[config.mk]
export PLATFORM = sky130hd
export DESIGN_NAME = gbre_div
export DESIGN_NICKNAME = d
export VERILOG_FILES = /design/src/sv/gbre_div.sv
export SDC_FILE = /design/constraint.sdc
export NUM_CORES = 1
export LEC_CHECK = 0
export ABC_AREA = 1
export BUFFER_PORTS_ARGS = -buffer_cell sky130_fd_sc_hd__buf_2
export CORE_ASPECT_RATIO = 1.1
export CORE_MARGIN = 1
export CORE_UTILIZATION = 30
export DETAILED_ROUTE_END_ITERATION = 6
export MAX_ROUTING_LAYER = met4
export PLACE_DENSITY = 0.44
export RECOVER_POWER = 50
export SYNTH_ARGS = -nofsm -noshare
export SYNTH_HDL_FRONTEND = slang
export SYNTH_SLANG_ARGS = --single-unit
export TNS_END_PERCENT = 20
[constraint.sdc]
create_clock -name clock -period 2.9 [get_ports clock]
set_clock_uncertainty 0.2 [all_clocks]
set_input_delay 0.29 -clock clock [delete_from_list [all_inputs] [get_ports clock]]
set_output_delay 0.29 -clock clock [all_outputs]
set_load 0.02 [all_outputs]
[src/sv/gbre_div.sv]
`default_nettype none
module gbre_div #(
   parameter int VALUE_WIDTH = 32,
   parameter int COUNT_WIDTH = 24
) (
   input  wire logic                          clock,
   input  wire logic                          reset,
   input  wire logic                          start,
   input  wire logic signed [VALUE_WIDTH-1:0] dividend,
   input  wire logic        [COUNT_WIDTH-1:0] divisor,
   output logic                               done,
   output logic signed      [VALUE_WIDTH-1:0] quotient
);
   localparam int CW = $clog2(VALUE_WIDTH + 1);

   logic              busy_ff, busy_in;
   logic [CW-1:0]     cnt_ff, cnt_in;
   logic              neg_ff, neg_in;
   logic [VALUE_WIDTH-1:0] q_ff, q_in;
   logic [COUNT_WIDTH:0]   r_ff, r_in;
   logic [COUNT_WIDTH-1:0] d_ff, d_in;
   logic              done_ff, done_in;
   logic [COUNT_WIDTH:0]   shifted;
   logic [VALUE_WIDTH-1:0] mag;

   always_comb begin
      busy_in = busy_ff;
      cnt_in  = cnt_ff;
      neg_in  = neg_ff;
      q_in    = q_ff;
      r_in    = r_ff;
      d_in    = d_ff;
      done_in = 1'b0;
      mag     = dividend[VALUE_WIDTH-1] ? (~dividend + 1'b1) : dividend;
      shifted = {r_ff[COUNT_WIDTH-1:0], q_ff[VALUE_WIDTH-1]};
      if (start) begin
         busy_in = 1'b1;
         cnt_in  = CW'(VALUE_WIDTH);
         neg_in  = dividend[VALUE_WIDTH-1];
         q_in    = mag;
         r_in    = '0;
         d_in    = divisor;
      end else if (busy_ff) begin
         if (shifted >= {1'b0, d_ff}) begin
            r_in = shifted - {1'b0, d_ff};
            q_in = {q_ff[VALUE_WIDTH-2:0], 1'b1};
         end else begin
            r_in = shifted;
            q_in = {q_ff[VALUE_WIDTH-2:0], 1'b0};
         end
         cnt_in = cnt_ff - 1'b1;
         if (cnt_ff == CW'(1)) begin
            busy_in = 1'b0;
            done_in = 1'b1;
         end
      end
   end

   always_ff @(posedge clock) begin
      if (reset) begin
         busy_ff <= 1'b0;
         done_ff <= 1'b0;
         cnt_ff  <= '0;
      end else begin
         busy_ff <= busy_in;
         done_ff <= done_in;
         cnt_ff  <= cnt_in;
      end
      neg_ff <= neg_in;
      q_ff   <= q_in;
      r_ff   <= r_in;
      d_ff   <= d_in;
   end

   assign done     = done_ff;
   assign quotient = neg_ff ? (~q_ff + 1'b1) : q_ff;
endmodule
`default_nettype wire

**Word level (Yosys, flattened, before mapping)**

Cells that the tools add are included.

- Flip-flop bits (word level): 89
- Input port bits: 59
- Output and inout bits: 33
- Word-level logic and storage cells: 32

- $add $sub $neg: 4
- $lt $le $gt $ge: 1
- Equal/unequal tests: 1
- Muxes and demuxes: 12
- Bitwise logic cells: 3
- Reductions and logical operators: 3

Operators with widths:

| kind | count |
|---|---|
| 32-bit 2-to-1 mux | 4 |
| 32-bit by 1-bit adder with 32-bit output (second input constant) | 2 |
| 32-bit NOT | 2 |
| 25-bit by 24-bit greater-or-equal comparator with 1-bit output | 1 |
| 24-bit 2-to-1 mux | 1 |
| 24-bit subtractor | 1 |
| 6-bit 2-to-1 mux | 2 |
| 6-bit by 1-bit == test with 1-bit output (second input constant) | 1 |
| 6-bit by 1-bit subtractor with 6-bit output (second input constant) | 1 |
| 1-bit 2-to-1 mux | 5 |
| 3-bit OR reduction | 1 |
| 2-bit nonzero test | 1 |
| 2-bit OR reduction | 1 |
| 1-bit NOT | 1 |

**Depth between registers and ports, before layout**

Gate-level depths: netlist (run 1).

- Depth after elaboration: 4
- Gate-level depth with buffers: 15
- Gate-level depth less buffers: 15

**Worst setup path before layout (run 1)**

OpenSTA, ideal clock, no wires.

- Kind: reg-to-reg
- From: register busy_ff
- To: register q_ff[0] (enable)
- Setup time: 409 ps
- Data arrival time: 1798 ps
- Data required time: 2291 ps
- Setup slack: 493 ps
- Cell stages (with the launch flop): 5
- Buffers on the path: 2
- Clock period less this slack: 2407 ps
- Cells stage by stage: dfxtp_1 -> clkbuf_1 -> nor2_1 -> inv_1 -> clkbuf_1

- Longest elaborated chain between the ends: 1

Ends and longest elaborated chain:

| what | line | text |
|---|---|---|
| from (decl) | 16 | `logic busy_ff, busy_in;` |
| from (signal assigned) | 65 | `busy_ff <= busy_in;` |
| 2-bit nonzero test (no source line) | - |  |
| to (signal assigned) | 70 | `q_ff <= q_in;` |
| to (decl) | 19 | `logic [VALUE_WIDTH-1:0] q_ff, q_in;` |

Every way passes these cells.
A chain may end at the register's enable or synchronous reset.

**Worst setup path after layout (run 1)**

- From: register q_ff[4]
- To: output quotient[21]

- Longest elaborated chain between the ends: 3

Ends and longest elaborated chain:

| what | line | text |
|---|---|---|
| 32-bit NOT | 76 | `assign quotient = neg_ff ? (~q_ff + 1'b1) : q_ff;` |
| 32-bit by 1-bit adder with 32-bit output | 76 |  |
| 32-bit 2-to-1 mux | 76 |  |
| to (decl) | 12 | `output logic signed [VALUE_WIDTH-1:0] quotient` |

Every way passes these cells.

==> results of run 1 <==
through the flow:
| stage | instance area, um^2 | worst slack, ns | power [mW] | TNS (ns) |
|---|---|---|---|---|
| after floorplan | 7050 | 0.493 | 2.09 | 0 |
| after global placement | 7840 | 0.308 | 2.40 | 0 |
| after detailed placement | 7840 | 0.300 | 2.40 | 0 |
| after CTS | 8410 | 0.00397 | 3.70 | 0 |
| after global routing | 8410 | -0.0181 | 3.84 | -0.0181 |
| final | 8410 | 0.166 | 3.65 | 0 |
routing by layer:
metal / up-vias / share of wire [%] / GRT usage [%]
li1: 3547 / - / -
met5: - / 0 / -
met1: 2937 / 47 / 22.2
met4: 0 / 1.1 / 4.31
met3: 13 / 2.7 / 2.18
met2: 117 / 49 / 31.8
sequential cells by signal, summed over array words and instances (netlist names):
register and count:
done 1, q_ff 32, neg_ff 1, d_ff 24, r_ff 24, cnt_ff 6
busy_ff 1
final cells by class:
type	instances	area share, %
multi-input cells	745	46.4
flip-flops and latches	89	28.0
repair buffers	127	9.12
inverters	188	8.39
well taps	300	4.46
clock buffers	10	2.97
clock inverters	6	0.743
what timing repair did:
action	in CTS	in global routing
hold endpoints to repair	25	0
endpoints found under the setup margin	7	8
resized for setup	3	11
pin swaps	0	1
hold buffers	25	0
worst reg2reg max path, cell delays in order (launching register included):
cell and delay (ns):
sky130_fd_sc_hd__edfxtp_1 0.33, sky130_fd_sc_hd__inv_1 0.04, sky130_fd_sc_hd__ha_1 0.37, sky130_fd_sc_hd__nand2_1 0.11
sky130_fd_sc_hd__nor3_1 0.21, sky130_fd_sc_hd__nand2_1 0.12, sky130_fd_sc_hd__nand3b_4 0.30, sky130_fd_sc_hd__nand2_4 0.35
sky130_fd_sc_hd__nand3_1 0.18, sky130_fd_sc_hd__nand2_1 0.10, sky130_fd_sc_hd__nand2_1 0.05
power by group through the flow:
stage | registers [mW] | logic (mW) | clock network, mW
finish | 1.53 | 0.863 | 1.25
global route | 1.54 | 0.966 | 1.33
CTS | 1.53 | 0.873 | 1.29
detailed placement | 1.56 | 0.841 | 0
global placement | 1.56 | 0.845 | 0
floorplan | 1.53 | 0.559 | 0
cells by family (layout without fill, tap and decap cells):
group | count (synthesis) | in the layout | share of synthesized area, %
xor+xnor | 58 | 58 | 7.20
compound gates | 99 | 99 | 7.64
fa+ha+maj | 29 | 29 | 5.25
simple gates | 559 | 559 | 34.7
buf+inv | 214 | 331 | 11.8
flops | 89 | 89 | 33.3
Yosys cell counts (all sizes together), types with 2 or more instances:
library cell    n
a211oi          2
a21oi          26
a31oi           3
buf            10
clkbuf         16
dfxtp          32
edfxtp         57
ha             28
inv           187
nand2         308
nand3         112
nand3b         15
nand4          12
nor2           94
nor3           11
nor4            4
o21ai          60
o21bai          2
o31ai           4
or2             2
xnor2          16
xor2           42
cells in the final DEF (no fill, tap or decap), types with 7 or more instances in the layout:
| cell | synthesis | layout |
|---|---|---|
| sky130_fd_sc_hd__nand3_2 | 6 | 7 |
| sky130_fd_sc_hd__clkbuf_1 | 16 | 11 |
| sky130_fd_sc_hd__o21ai_0 | 48 | 49 |
| sky130_fd_sc_hd__o21ai_1 | 10 | 9 |
| sky130_fd_sc_hd__buf_2 | 4 | 81 |
| sky130_fd_sc_hd__dfxtp_1 | 32 | 32 |
| sky130_fd_sc_hd__xor2_1 | 42 | 42 |
| sky130_fd_sc_hd__dlygate4sd3_1 | 0 | 25 |
| sky130_fd_sc_hd__buf_4 | 3 | 8 |
| sky130_fd_sc_hd__clkbuf_16 | 0 | 10 |
| sky130_fd_sc_hd__ha_1 | 28 | 27 |
| sky130_fd_sc_hd__nand4_1 | 12 | 12 |
| sky130_fd_sc_hd__edfxtp_1 | 57 | 57 |
| sky130_fd_sc_hd__nor2_1 | 90 | 87 |
| sky130_fd_sc_hd__nand3_1 | 106 | 105 |
| sky130_fd_sc_hd__inv_1 | 185 | 183 |
| sky130_fd_sc_hd__nand3b_1 | 14 | 14 |
| sky130_fd_sc_hd__xnor2_1 | 16 | 16 |
| sky130_fd_sc_hd__a21oi_1 | 24 | 24 |
| sky130_fd_sc_hd__nor3_1 | 9 | 9 |
| sky130_fd_sc_hd__nand2_1 | 304 | 303 |
final timing paths:
path | to | slack [ns] | depth (start not counted)
max reg2reg | r_ff[20] | 0.46 | 10
min | busy_ff | 0.05 | 3
min reg2reg | r_ff[14] | 0.27 | 2
max | quotient[21] | 0.17 | 7
==> results, run 1 <==
- The count of buffer and inverter cells on the critical path is 1.
- The post-synth net total is about 1100.
- The number of setup buffers added after CTS is 0.
- The number of global-route vias before repair is around 6600.
- The TritonCTS sink count is between 80 and 90.
- The startpoint identified for the worst hold timing path is start.
- The number of buffers between clock root and the deepest sink is 2.
- The highest clock frequency the design can meet is approximately 370 MHz.
- In this design, the stage delay of the slowest critical-path cell is approximately 0.48 ns.
- In the routed layout, each cell is associated on average with a via count of 4.51.
- Wires add up to 20.5 mm.
- The startpoint of the lowest-slack register-to-register path is d_ff[21].
- The floorplan step defined a die boundary enclosing 0.0241 mm^2.
- TritonCTS built the clock tree.
- The critical path class is reg -> out.
- The starting density of the core is a little under a third.
- The number of buffer cells added on primary ports is roughly 90.
- For the worst setup path, the data required time is 2.41 ns.
- The data arrival time of the critical path is 2.24 ns.
- The number of I/O pins is 92.
- The flow ran to the end, but the final reports show violations.
- The final-layout worst hold slack is a little under 0.05 ns.
- The normalized max-slew margin is -7.38%.
- The total of endpoints with negative setup slack in the final report is 0.
- The worst-margin pin slew is roughly 1.6 ns.
- Excluding fillers, the count of instances in the completed layout stands at 1465.
- The internal power is between 2 and 2.5 mW.
- Summed over its instances, the top area cell type makes up 24.3% of the synthesized netlist area.
- The first-pass iteration count of the detailed router is 5.
- The sequential power share is around two fifths.
- The highest-delay cell along the critical path is sky130_fd_sc_hd__edfxtp_1.
- The core area is roughly 0.023 mm^2.
- The number of distinct library cell variants in the gate-level netlist after synthesis is 42.
- Walking the worst path, the cells encountered are nor2_1 -> nand4_1 -> nor3_4 -> nand3_1 -> o21ai_0 -> xor2_1 -> buf_2.
- The combinational fraction of design power is roughly a quarter.
- The final number of hold-violating endpoints is 0.
- The root buffer cell is sky130_fd_sc_hd__clkbuf_16.
- Across the run, the number of max-cap violations was 1.
- For this design the static power due to leakage is around 4.2 nW.
- STA classifies the critical path startpoint as a flop.
- The dominant register cell in the synthesized netlist is sky130_fd_sc_hd__edfxtp_1.
- The kind of end point of the critical path is an output pin.
- The repair_antennas step left the layout with diodes totalling 0.
- The most critical setup path has its startpoint at q_ff[4].
- The switching share of total power is roughly 34%.
- Global routing consumed, over all layers together, between 10% and 20% of the routing resources.
- After synthesis the netlist holds a flip-flop and latch count of 89.
- After synthesis, the mean cell area works out to roughly 6.7 um^2.
- The layout filler cell count is about 2600.
- The async set or reset register ratio after synthesis is 0%.
- Once detail routing completed, the nets flagged for antenna violations numbered 0.
- The number of pins with negative max-slew slack in the final report is 30.
- The remaining routing DRC violations is 0.
- In the post-synthesis netlist, the biggest area contributors are sky130_fd_sc_hd__edfxtp_1, sky130_fd_sc_hd__nand2_1, sky130_fd_sc_hd__inv_1.
- The cell type with the highest aggregate area in the netlist is sky130_fd_sc_hd__edfxtp_1.
- The gate count after technology mapping is 1048.
- The final reports fail on capacitance limit, slew limit.
- Counting the buffers created by CTS gives 9.
- The count of flip-flops with a built-in enable after synthesis is 57.
- The footprint of the multi-input gates is between 0.003 and 0.004 mm^2.
- The standard-cell row count is 58.
- The layout net count is 1248.
- The number of placed instances with taps included is roughly 1400.
- The Yosys step of the flow raised 0 warnings.
- After the first detailed-routing iteration, the DRC count stood at between 300 and 400.
- The power per unit of standard cell area is ~430 mW/mm^2.
- The weighted congestion reported at the end of routability-driven placement is approximately 0.87.
- The detailed router placed roughly 6600 vias in this run.
- The total net switching power is ~1.2 mW.
- Summing all flip-flop and latch instances after layout gives around 0.0024 mm^2.
- After synthesis, flip-flops and latches occupy roughly 33% of the total area.
- The source-to-sink clock delay at the later pin of the worst-skew pair is 0.36 ns.
- The synthesis-to-finish area growth is 19.3%.
- The type of the most critical hold path is in -> reg.
- The global-route congestion overflow total is 0.
- The share of layout cells above drive strength 1 is 12.0%.
- The worst path needs around 2.7 ns of the cycle, external delays included.
- Per report_power, the clock group accounts for between 30% and 40% of the total.
- The die extent in y is about 160 um.
- The chip width is 148 um.
- The largest net degree at the start of global routing is 45.
- The initial antenna violation count was 0.
- The worst path uses a little over nine tenths of the clock period.
- The H-tree was split into 3 levels.
- The cell type group with the largest total delay on the critical path is simple AND/OR/NAND/NOR gates.
- The wire length of the first global-routing pass is between 30 and 40 mm.
- The average wire per standard cell is roughly 14 um.
- IR analysis of the VDD net gives a maximum drop of around 0.00022 V.
- The fraction of the core area covered by cells at the end of the flow is 36.6%.
- In this run the cell area of the synthesized design comes to slightly above 0.007 mm^2.
- The clock transition at the register clock pins on the worst setup and hold paths after CTS is around 0.080 ns.
- The half-perimeter wire length of the detailed placement result is ~16 mm.
- In this run the worst path has a maximum fanout of 5.
Power figures use the tool's default switching activity.
==> run 2: changes to the inputs <==
Settings changed: CORE_UTILIZATION 30 to 59, PLACE_DENSITY 0.44 to 0.78.
==> run 2 against run 1 <==
Net effect: non-clock buffer count decreased by 2; clock power shrank 6%; largest cell class unchanged; register-to-register slack about the same; via count rose by 3.6%; highest routed layer unchanged; the flow now finishes without violations.
==> results, run 2 (synthesis gave the netlist of run 1 again) <==
- The core area was 0.0115 mm^2 (-50%).
- The die extent in y was 117 um (-28%).
- The weighted congestion reported at the end of routability-driven placement came to 0.931 (+7.2%).
- The number of standard cells in the final layout excluding fillers was 1313 (-10%).
- The top routing layer in use is met4.
- The buffer count from post-CTS setup fixing is 0 (unchanged).
- The total die area came to 0.0124 mm^2 (-49%).
- The worst supply voltage drop on vdd is 0.000258 V (+18%).
- The required time of the worst setup path came to 2.41 ns (about the same).
- The worst-margin pin slew is 0.889 ns (-0.721 ns).
- The normalized max-slew margin is 40.7% (+48 points).
- The starting density of the core is 61.1% (+30 points).
- The chip width came to 106 um (-28%).
- The detailed-route via count is 6851 (+3.6%).
- The cell sitting at the root of the clock tree is a sky130_fd_sc_hd__clkbuf_16.
- The sequential power share is 43.0% (+1.0 points).
- The final number of hold-violating endpoints was 0 (unchanged).
- The leakage dissipation is 4.20 nW (-0.28%).
- The number of global-route vias before repair was 6472 (-2.5%).
- The type of the most critical hold path is in -> reg.
- In the layout the commonest cells are sky130_fd_sc_hd__nand2_1, sky130_fd_sc_hd__inv_1, sky130_fd_sc_hd__nand3_1.
- The number of buffers between clock root and the deepest sink was 2 (unchanged).
- The average wire per standard cell came to 13.2 um (-5.8%).
- The detailed-route wire length is 17.3 mm (-16%).
- The fraction of the core area covered by cells at the end of the flow is 71.1% (+35 points).
- The half-perimeter wire length of the detailed placement result is 12.9 mm (-19%).
- The run finished with clean final reports.
- The total of endpoints with negative setup slack in the final report is 0 (unchanged).
- The first-pass iteration count of the detailed router is 5 (unchanged).
- The flip-flop count of the largest register, all copies and words added came to 32 (unchanged).
- The post-detailed-route count of antenna-violating nets is 0 (unchanged).
- The all-layer global routing usage is 29.7% (+11 points).
- The remaining routing DRC violations is 0 (unchanged).
- The mean number of vias per cell is 5.22 (+16%).
- The share of layout cells above drive strength 1 is 12.2% (+0.19 points).
- The data arrival time of the critical path is 2.28 ns (+0.04 ns).
- The routed length on met3 is 706 um (+26%).
- The layout net count is 1246 (-0.16%).
- The final instance area was 0.00821 mm^2 (-2.5%).
- The library cell used most frequently in the layout, excluding fill and tap cells, is sky130_fd_sc_hd__nand2_1.
- The number of buffer cells added on primary ports was 91 (unchanged).
- The kind of end point of the critical path is an output pin.
- The placed cell area was 0.00765 mm^2 (-2.4%).
- The largest net degree at the start of global routing is 46 (+2.2%).
- The power share of the clock group came to 33.0% (-1.4 points).
- The slack of the worst reg-to-reg path is 0.46 ns (about the same).
- The total net switching power is 1.13 mW (-8.3%).
- The final period demand of the worst path is 2.77 ns (+0.0387 ns).
- The number of violations of the max-capacitance limit is 0 (-1).
- The layout filler cell count is 1033 (-60%).
- The power per unit of standard cell area came to 433 mW/mm^2 (about the same).
- The number of placed instances with taps included is 1272 (-11%).
- The register ranked first by flip-flop count is q_ff.
- The total inserted antenna cells is 0 (unchanged).
- The critical path class is reg -> out.
- The TritonCTS clock tree is yes.
- The wire length of the first global-routing pass is 28.3 mm (-15%).
- The combinational fraction of design power came to 24.0% (+0.3 points).
- The number of I/O pins came to 92 (unchanged).
- The global-route congestion overflow total was 0 (unchanged).
- The routed length on met1 is 7.12 mm (-26%).
- The switching share of total power is 31.7% (-2.0 points).
- The initial antenna violation count was 0 (unchanged).
- The final cycle utilization of the critical path is 95.6% (+1.3 points).
- The accumulated negative setup slack is 0 ns (unchanged).
- The maximum net fanout on the critical path is 4 (-1).
- The worst setup path is launched from a flop.
- The internal power is 2.43 mW (+0.34%).
- The violation count after the first detailed-routing iteration is 319 (-5.1%).
- The highest clock frequency the design can meet came to 361 MHz (-1.4%).
- Compared with the post-synthesis result, the final layout area differs by 16.3%.
- The number of CTS-inserted buffers is 9 (unchanged).
- The standard-cell row count was 41 (-29%).
- The total met2 wirelength after detailed routing is 8.85 mm (-13%).
- The clock transition at the register clock pins on the worst setup and hold paths after CTS was 0.06 ns (-0.02 ns).
- The source-to-sink clock delay at the later pin of the worst-skew pair is 0.35 ns (about the same).
- The TritonCTS sink count is 89 (unchanged).
- In the final layout, the registers with the most flip-flops are q_ff: 32 flops, d_ff: 24 flops, r_ff: 24 flops.
- The total design power is 3.55 mW (-2.6%).
- The number of pins with negative max-slew slack in the final report is 0 (-100%).
- The number of levels in the clock H-tree came to 3 (unchanged).
run 2: worst paths after layout:
path	startpoint	endpoint	cells past startpoint
worst min-delay path	dividend[0]	q_ff[0]	3
worst max register to register	d_ff[22]	r_ff[20]	10
worst min register to register	r_ff[10]	r_ff[10]	2
worst max-delay path	q_ff[0]	quotient[26]	11
run 2: power by group through the flow:
stage | Clock [mW] | Combinational (mW) | Sequential [mW]
final | 1.17 | 0.853 | 1.53
after detailed placement | 0 | 0.813 | 1.55
after global routing | 1.22 | 0.945 | 1.54
after floorplan | 0 | 0.559 | 1.53
after CTS | 1.18 | 0.845 | 1.52
after global placement | 0 | 0.805 | 1.55
run 2: layer usage:
metal	global-route usage, %	up-vias
met3	2.79	49
met1	32.2	3063
met5	-	-
met4	14.4	0
met2	54.7	189
li1	-	3550
run 2: worst max-delay path, stage by stage (launching register included):
cell and delay (ns):
sky130_fd_sc_hd__edfxtp_1 0.40, sky130_fd_sc_hd__inv_2 0.10, sky130_fd_sc_hd__ha_2 0.21, sky130_fd_sc_hd__nand3_4 0.10, sky130_fd_sc_hd__nor2_4 0.13, sky130_fd_sc_hd__nand2_2 0.09
sky130_fd_sc_hd__nor2_4 0.13, sky130_fd_sc_hd__nand2_1 0.10, sky130_fd_sc_hd__nor2_2 0.16, sky130_fd_sc_hd__o21ai_0 0.11, sky130_fd_sc_hd__xor2_1 0.23, sky130_fd_sc_hd__buf_4 0.18
run 2: area by class of cell:
| cell class | instances | area (um^2) | share of cell area (%) |
|---|---|---|---|
| sequential | 89 | 2350 | 28.7 |
| tap | 150 | 188 | 2.29 |
| inverter | 188 | 706 | 8.60 |
| clock buffer | 9 | 225 | 2.74 |
| clock inverter | 7 | 67.6 | 0.823 |
| multi-input combinational | 745 | 3900 | 47.6 |
| timing repair buffer | 125 | 764 | 9.32 |
run 2: through the flow:
| stage | hold WS (ns) | setup slack, ns |
|---|---|---|
| after floorplan | 0.168 | 0.493 |
| after detailed placement | 0.262 | 0.344 |
| after global placement | 0.259 | 0.389 |
| after global routing | 0.150 | -0.0108 |
| final | 0.131 | 0.127 |
| after CTS | 0.123 | 0.00660 |
run 2: what timing repair did:
action / CTS / global route
pin swaps: 0 / 5
hold endpoints to repair: 25 / 0
setup endpoints to repair: 3 / 10
hold buffers: 25 / 0
gates cloned: 0 / 0
resized for setup: 2 / 12
